### src/bea_pkg.sv
// ----------------------------------------------------------------------------
// bea_pkg
// shared types, codes and constants of the battery energy accountant
// ----------------------------------------------------------------------------
package bea_pkg;

   localparam int DEVICES_DEF    = 16;
   localparam int ACTIVITIES_DEF = 4;

   localparam logic [15:0] VOLTAGE_RST  = 16'd3000;
   localparam logic [61:0] CAPACITY_RST = 62'h100_0000_0000;
   localparam logic [16:0] DELTA_RST    = 17'h10000;

   localparam logic [62:0]        CAP62     = 63'h4000_0000_0000_0000;
   localparam logic signed [64:0] FLOOR65   = -65'sh4000_0000_0000_0000;
   localparam logic [23:0]        ELAPSED_MAX = 24'hFF_FFFF;

   typedef enum logic [1:0] {
      ACT_UPDATE  = 2'd0,
      ACT_SET     = 2'd1,
      ACT_DEDUCT  = 2'd2,
      ACT_PUBLISH = 2'd3
   } action_type;

   typedef enum logic [1:0] {
      ERR_OK      = 2'd0,
      ERR_NO_ACT  = 2'd1,
      ERR_BAD_ACT = 2'd2
   } err_type;

   typedef enum logic [1:0] {
      CSR_VOLTAGE  = 2'd0,
      CSR_CAPACITY = 2'd1,
      CSR_DELTA    = 2'd2
   } csr_type;

   typedef struct packed {
      logic        active;
      logic [31:0] current;
   } slot_type;

   // residual minus an amount, floored at -2^62
   function automatic logic signed [63:0] lower_res(input logic signed [63:0] r,
                                                     input logic [62:0] a);
      logic signed [64:0] d;
      d = {r[63], r} - $signed({2'b00, a});
      if (d < FLOOR65) begin
         return FLOOR65[63:0];
      end
      return d[63:0];
   endfunction

endpackage

### src/bea_cell.sv
// ----------------------------------------------------------------------------
// bea_cell
// one device slot of the draw ring: holds current and active flag
// ----------------------------------------------------------------------------
module bea_cell (
   input  logic              clock,
   input  logic              reset,
   input  logic              shift_en,
   input  logic              load_en,
   input  bea_pkg::slot_type load_slot,
   input  bea_pkg::slot_type nbr_slot,
   output bea_pkg::slot_type slot
);
   import bea_pkg::*;

   slot_type slot_ff;
   slot_type slot_in;

   always_comb begin
      slot_in = slot_ff;
      if (load_en) begin
         slot_in = load_slot;
      end else if (shift_en) begin
         slot_in = nbr_slot;
      end
   end

   always_ff @(posedge clock) begin
      if (reset) begin
         slot_ff <= '0;
      end else begin
         slot_ff <= slot_in;
      end
   end

   assign slot = slot_ff;

endmodule

### config.mk
export PLATFORM = sky130hd
export DESIGN_NAME = bea_cell
export DESIGN_NICKNAME = d
export VERILOG_FILES = /design/src/bea_pkg.sv /design/src/bea_cell.sv
export SDC_FILE = /design/constraint.sdc
export NUM_CORES = 1
export LEC_CHECK = 0
export BUFFER_PORTS_ARGS = -buffer_cell sky130_fd_sc_hd__buf_4
export CORE_MARGIN = 2
export CORE_UTILIZATION = 43
export DETAILED_ROUTE_END_ITERATION = 10
export PLACE_DENSITY_LB_ADDON = 0.08
export SKIP_CTS_REPAIR_TIMING = 1
export SYNTH_ARGS = -nofsm -noshare
export SYNTH_HDL_FRONTEND = slang
export SYNTH_SLANG_ARGS = --single-unit
### constraint.sdc
create_clock -name clock -period 1.15 [get_ports clock]
set_clock_uncertainty 0.15 [all_clocks]
set_input_delay 0.0575 -clock clock [delete_from_list [all_inputs] [get_ports clock]]
set_output_delay 0.0575 -clock clock [all_outputs]
set_load 0.02 [all_outputs]
# Yosys cells after proc, flatten, opt, wreduce, memory -nomap -nowiden
# Index checks and enable logic that the tools add are counted.
# Widths: inputs -> output; s select.
# totals
wordCells,5
output_inout_bits,33
ff_bits,33
input_bits,70
# classes
n_reduce_logical,1
mux,2
# op_table
cell,count
$mux 33,2
$reduce_bool 2->1,1

# Longest topological paths before layout
# Gate-level depths: netlist (run 1).
# logic_depth
word_depth,2
ltp_mapped,4

# Worst setup path before layout (run 1)
# No wires, ideal clock.
# synth_path
kind,register -> register
startpoint,reg slot[0] (netlist name)
endpoint,"reg slot_ff, in the netlist slot[0]"
required_ns,0.921
period_less_slack_ns,0.953
slack_ns,0.197
arrival_ns,0.724
setup_time_ns,0.079
stages_incl_launch_ff,3
n_path_buf,0
path_cell_list,dfxtp_1 -> mux2i_1 -> a211oi_2
# synth_lines
item,line,rtl
to (signal assigned),bea_cell.sv:32,slot_ff <= slot_in;
to (decl),bea_cell.sv:16,slot_type slot_ff;

# Worst setup path after layout (run 1)
# layout_path
startpoint,"reg slot_ff, in the netlist slot[29]"
endpoint,out slot[29] (netlist bit)
# layout_lines
item,line,rtl
to (decl),bea_cell.sv:12,output bea_pkg::slot_type slot
# No word-level cell between the ends.

==> results.md, run 1 <==
- Largest stage delay on the critical path: 0.35 ns
- Io pins: a little over 100
- DR iter-0 viols: 61
- Crit share post-route: 0.8652
- Sequential area share after synthesis: 0.3851
- Max Cap Viol: 0
- Post-place setup slack: approximately 0.029 ns
- Vias in the first global route: 1463
- Delay-heaviest family, CP: flip-flops
- Worst Max-Slew Pin Slew: around 0.53 ns
- Yosys reg bits: 33
- Initial antenna violation count: 0
- Final Wtd Congestion: around 0.63
- Slowest CP cell: dfxtp_1
- Post-route minimum period: roughly 0.99 ns
- Worst Hold Slack: -0.03502 ns
- WL final: around 4600 um
- DP Wirelength: 3063 um
- DRT met1 WL: approximately 1800 um
- Die width: 67.16 um
- RSZ-0062 raised after global routing: false
- Uppermost routed layer: met4
- Inserted Diodes: 0
- R2R Setup Slk: between 0.2 and 0.3 ns
- Die area: 0.004510 sq mm
- DR WL/cell: roughly 14 um
- Slew headroom: 0.6464
- Outcome: finished with violations
- Clock Pin Slew Worst Setup and Hold Paths: about 0.060 ns
- Met3 routed WL: 331 um
- Peak Freq: around 1 GHz
- Most frequent cells in the layout: 103 x buf_4, 33 x mux2i_1, 33 x nor2b_1, 33 x dlygate4sd3_1, 33 x dfxtp_1
- Root buffer cell: clkbuf_8
- Net count after synthesis: roughly 220
- WP data required: between 0.9 and 1 ns
- Metal2 WL: roughly 2400 um
- Detailed-route via count: about 1600
- Placed instance area: between 0.002 and 0.0025 sq mm
- # rows: 22
- Clock Latency Late Sink: about 0.28 ns
- Commonest non-fill, non-tap cell in the layout: buf_4
- Final Hold Viols: 3
- Core area: ~0.0037 sq mm
- Final ANT Viol Nets: 0
- Largest net degree at the start of global routing: 35
- Syn Std Cell Area: about 0.0017 sq mm
- Die Span Y: about 67 um
- Total CTS buffers: 5
- Crit path kind: flop to primary output
- I/O Buffers: just over 100
- Share of post-route cells with drive strength above 1: 0.5036
- Library cells used by synthesis: 11
- Synth Warn #: 0
- Final Non-Filler Cells: between 300 and 400
- H-tree depth: 2
- Crit-path cells: buf_4
- DRT Pass-1 Iters: 4
- Cells after Synth: 147
- Startpoint types: flop
- CP endpoint kind: primary output
- Crit path buf inv count: 1
- Clock tree sinks: 33
- Placed Cells: 287
- Power Dens Cells: 1028 mW/mm^2
- CTS tree: built
- Worst Path Arrival: 0.79 ns
- Final TNS setup: 0 ns
- Syn avg cell area: ~12 sq um
- Max IR drop VDD: a little over 0.8 mV
- Initial Util: 0.4582
- Largest register FFs: 33
- DRC: 0
- Final setup viols: 0
- GRT overflow: 0
- Max Transition Viols Final: 0
- Utilization after layout: 0.7754
- First-pass GRT wire length: approximately 6500 um
- CTS Buffer Depth: 2
- Layout area overhead: 69.22%
- GRT Util Overall: 0.1951
- Worst hold path class: primary input to flop
- Final worst setup slack: approximately 0.16 ns
- Nets@finish: 349
- Lkg Pwr: around 1.3 nW
- Crit-path max FO: 2
- Vias per cell: 4.738
- Final Instance Area: about 0.0029 sq mm
- Failing checks: negative hold slack
synth_stat cells:
library cell | instances | area [sq um]
clkbuf_1 | 3 | 11.26
a211oi_2 | 30 | 375.4
dfxtp_1 | 33 | 660.6
a211oi_1 | 3 | 22.52
buf_1 | 1 | 3.750
buf_2 | 6 | 30.03
nor2b_1 | 33 | 206.5
inv_1 | 1 | 3.750
buf_12 | 3 | 60.06
buf_6 | 1 | 11.26
mux2i_1 | 33 | 330.3
stage by stage:
| stage | total power [mW] | hold WS, ns |
|---|---|---|
| finish | 2.983 | -0.03502 |
| global route | 3.112 | 0.005146 |
| CTS | 2.910 | -0.08144 |
| detailed placement | 2.087 | 0.2236 |
| global placement | 2.065 | 0.2161 |
| floorplan | 1.729 | 0.09845 |
final cells by class:
type / instances / area [sq um]
timing repair buffer: 139 / 1164
multi-input combinational: 99 / 934.6
fill: 261 / 840.8
sequential: 33 / 660.6
clock buffer: 8 / 80.08
tap: 48 / 60.06
inverter: 1 / 3.754
cells by family after synthesis:
family / count (synthesis) / synth area share
simple gates: 33 / 0.1204
compound gates: 33 / 0.2319
mux: 33 / 0.1926
flops: 33 / 0.3851
buf+inv: 15 / 0.07002
path summary, 6_finish.rpt:
| check | startpoint | endpoint | cells past startpoint |
|---|---|---|---|
| setup / recovery | slot[29] | slot[29] | 1 |
| hold / removal | load_slot[11] | slot[11] | 3 |
| setup reg to reg | slot[31] | slot[31] | 2 |
| hold reg to reg | slot[32] | slot[32] | 2 |
power by group:
part	switching, mW	internal [mW]	leakage, nW
Sequential	0.0474	1.23	0.275
Combinational	0.379	0.492	1.01
Clock	0.403	0.429	0.0395
Total	0.830	2.15	1.32
layer usage:
metal	global-route usage	vias up
li1	-	790
met1	0.2052	699
met3	0.07500	6
met4	0.05612	0
met2	0.3589	59
met5	0	-
Note: power is estimated with default switching activity, not from simulation.
==> run 2, diff against run 1 <==
--- a/config.mk
+++ b/config.mk
@@ -9,6 +9,7 @@
 export CORE_MARGIN = 2
 export CORE_UTILIZATION = 43
 export DETAILED_ROUTE_END_ITERATION = 10
+export HOLD_SLACK_MARGIN = 0.08
 export PLACE_DENSITY_LB_ADDON = 0.08
 export SKIP_CTS_REPAIR_TIMING = 1
 export SYNTH_ARGS = -nofsm -noshare
==> constraint.sdc (replaced) <==
create_clock -name clock -period 1.15 [get_ports clock]
set_clock_uncertainty 0.15 [all_clocks]
set_input_delay 0.1725 -clock clock [delete_from_list [all_inputs] [get_ports clock]]
set_output_delay 0.1725 -clock clock [all_outputs]
set_load 0.02 [all_outputs]
==> run 2 against run 1 <==
The run now ends clean; clock power grew 4.7%; sequential share of layout area grew 2.1 points; combinational power shrank 7.9%; setup slack lost 0.12 ns; hold slack gained 0.10 ns; non-clock buffer count shrank 25; global-route usage shrank 0.27 points; first-iteration DRC count shrank 31%; final cell count shrank 7.9%; power shrank 1.1%; largest cell class is now multi-input combinational cells; largest power group unchanged.
==> results.md, run 2 (same netlist as run 1, synthesis figures left out) <==
- Worst Max-Slew Pin Slew: 0.5202 ns
- Nets@finish: 324
- Crit path kind: flop to primary output
- Die Span Y: 67.16 um
- Clock Pin Slew Worst Setup and Hold Paths: approximately 0.07 ns
- DRC: 0
- DRT Pass-1 Iters: 4
- WL final: around 4300 um
- Utilization after layout: 0.7102
- Layout area overhead: 55.00%
- Worst hold path class: primary input to flop
- DP Wirelength: around 3100 um
- Final Wtd Congestion: 0.6303
- Worst Path Arrival: a little under 0.8 ns
- WP data required: 0.83 ns
- GRT Util Overall: 0.1923
- Share of post-route cells with drive strength above 1: 0.5591
- First-pass GRT wire length: between 6000 and 7000 um
- Delay-heaviest family, CP: flip-flops
- Final ANT Viol Nets: 0
- Final Hold Viols: 0
- Root buffer cell: clkbuf_8
- Largest stage delay on the critical path: ~0.36 ns
- Crit-path cells: buf_4
- Vias in the first global route: roughly 1500
- Crit-path max FO: 2
- Die area: approximately 0.0045 sq mm
- GRT overflow: 0
- RSZ-0062 raised after global routing: false
- Slew headroom: 0.6532
- Outcome: finished, final reports clean
- Worst Hold Slack: about 0.065 ns
- Max Cap Viol: 0
- Largest register FFs: 33
- Max Transition Viols Final: 0
- Post-route minimum period: around 1.1 ns
- Commonest non-fill, non-tap cell in the layout: buf_4
- Clock Latency Late Sink: about 0.28 ns
- Die width: roughly 67 um
- Detailed-route via count: 1500
- I/O Buffers: between 100 and 150
- Power Dens Cells: approximately 1100 mW/mm^2
- CTS tree: built
- Clock tree sinks: 33
- # rows: 22
- H-tree depth: 2
- Crit path buf inv count: 1
- Initial Util: 0.4582
- CP endpoint kind: primary output
- Slowest CP cell: dfxtp_1
- Min-delay src: load_slot[25]
- DR WL/cell: 14.22 um
- Total CTS buffers: 5
- Crit share post-route: 0.9683
- Io pins: 103
- Max IR drop VDD: 0.6877 mV
- CP startpoint: slot[16]
- Final setup viols: 0
- Lkg Pwr: ~1.2 nW
- Core area: around 0.0037 sq mm
- CTS Buffer Depth: 2
- Reg2reg start: slot[30]
- Peak Freq: between 0.8 and 0.9 GHz
- Final TNS setup: 0 ns
- Vias per cell: 4.967
- Inserted Diodes: 0
- Initial antenna violation count: 0
- DR iter-0 viols: 42
- Most frequent cells in the layout: 103 x buf_4, 33 x mux2i_1, 33 x nor2b_1, 33 x dfxtp_1, 30 x a211oi_2
- Largest net degree at the start of global routing: 35
- Startpoint types: flop
-- run 2: cell types whose count changed in the layout (fill, tap and decap cells not counted), sizes merged --
cell	delta
clkbuf	-1
dlygate4sd3	-25
-- run 2: worst paths after layout --
kind	endpoint	slack, ns	cells after the start
max	slot[16]	0.04	1
min	slot[25]	0.07	3
max reg2reg	slot[30]	0.26	2
min reg2reg	slot[32]	0.42	2
-- run 2: routing by layer --
layer / GRT usage / part of all wire / vias up
met2: 0.3775 / 0.55 / 62
met1: 0.1846 / 0.36 / 691
met5: 0 / 0 / -
met4: 0.05867 / 0.010 / 0
li1: - / - / 740
met3: 0.06833 / 0.084 / 7
-- run 2: stage by stage --
| step | setup WS, ns | power, mW | area, sq um | instances |
|---|---|---|---|---|
| 5_1_grt | 0.01131 | 3.080 | 2659 | 302 |
| 3_5_place_dp | -0.1259 | 2.089 | 2492 | 287 |
| 3_3_place_gp | -0.03474 | 2.066 | 2492 | 287 |
| 4_1_cts | 0.02438 | 2.964 | 2579 | 294 |
| 6_report | 0.03651 | 2.951 | 2659 | 302 |
| 2_1_floorplan | 0.1551 | 1.729 | 1715 | 147 |
-- run 2: area by class of cell --
type	instances	area, sq um
fillers	298	1085
multi-input cells	99	934.6
repair buffers	114	913.4
flip-flops and latches	33	660.6
clock buffers	7	86.33
well taps	48	60.06
inverters	1	3.754
-- run 2: where the power goes --
group          total (mW)  internal (mW)  switching (mW)
Sequential           1.28           1.23          0.0461
Combinational       0.802          0.437           0.365
Clock               0.872          0.474           0.397
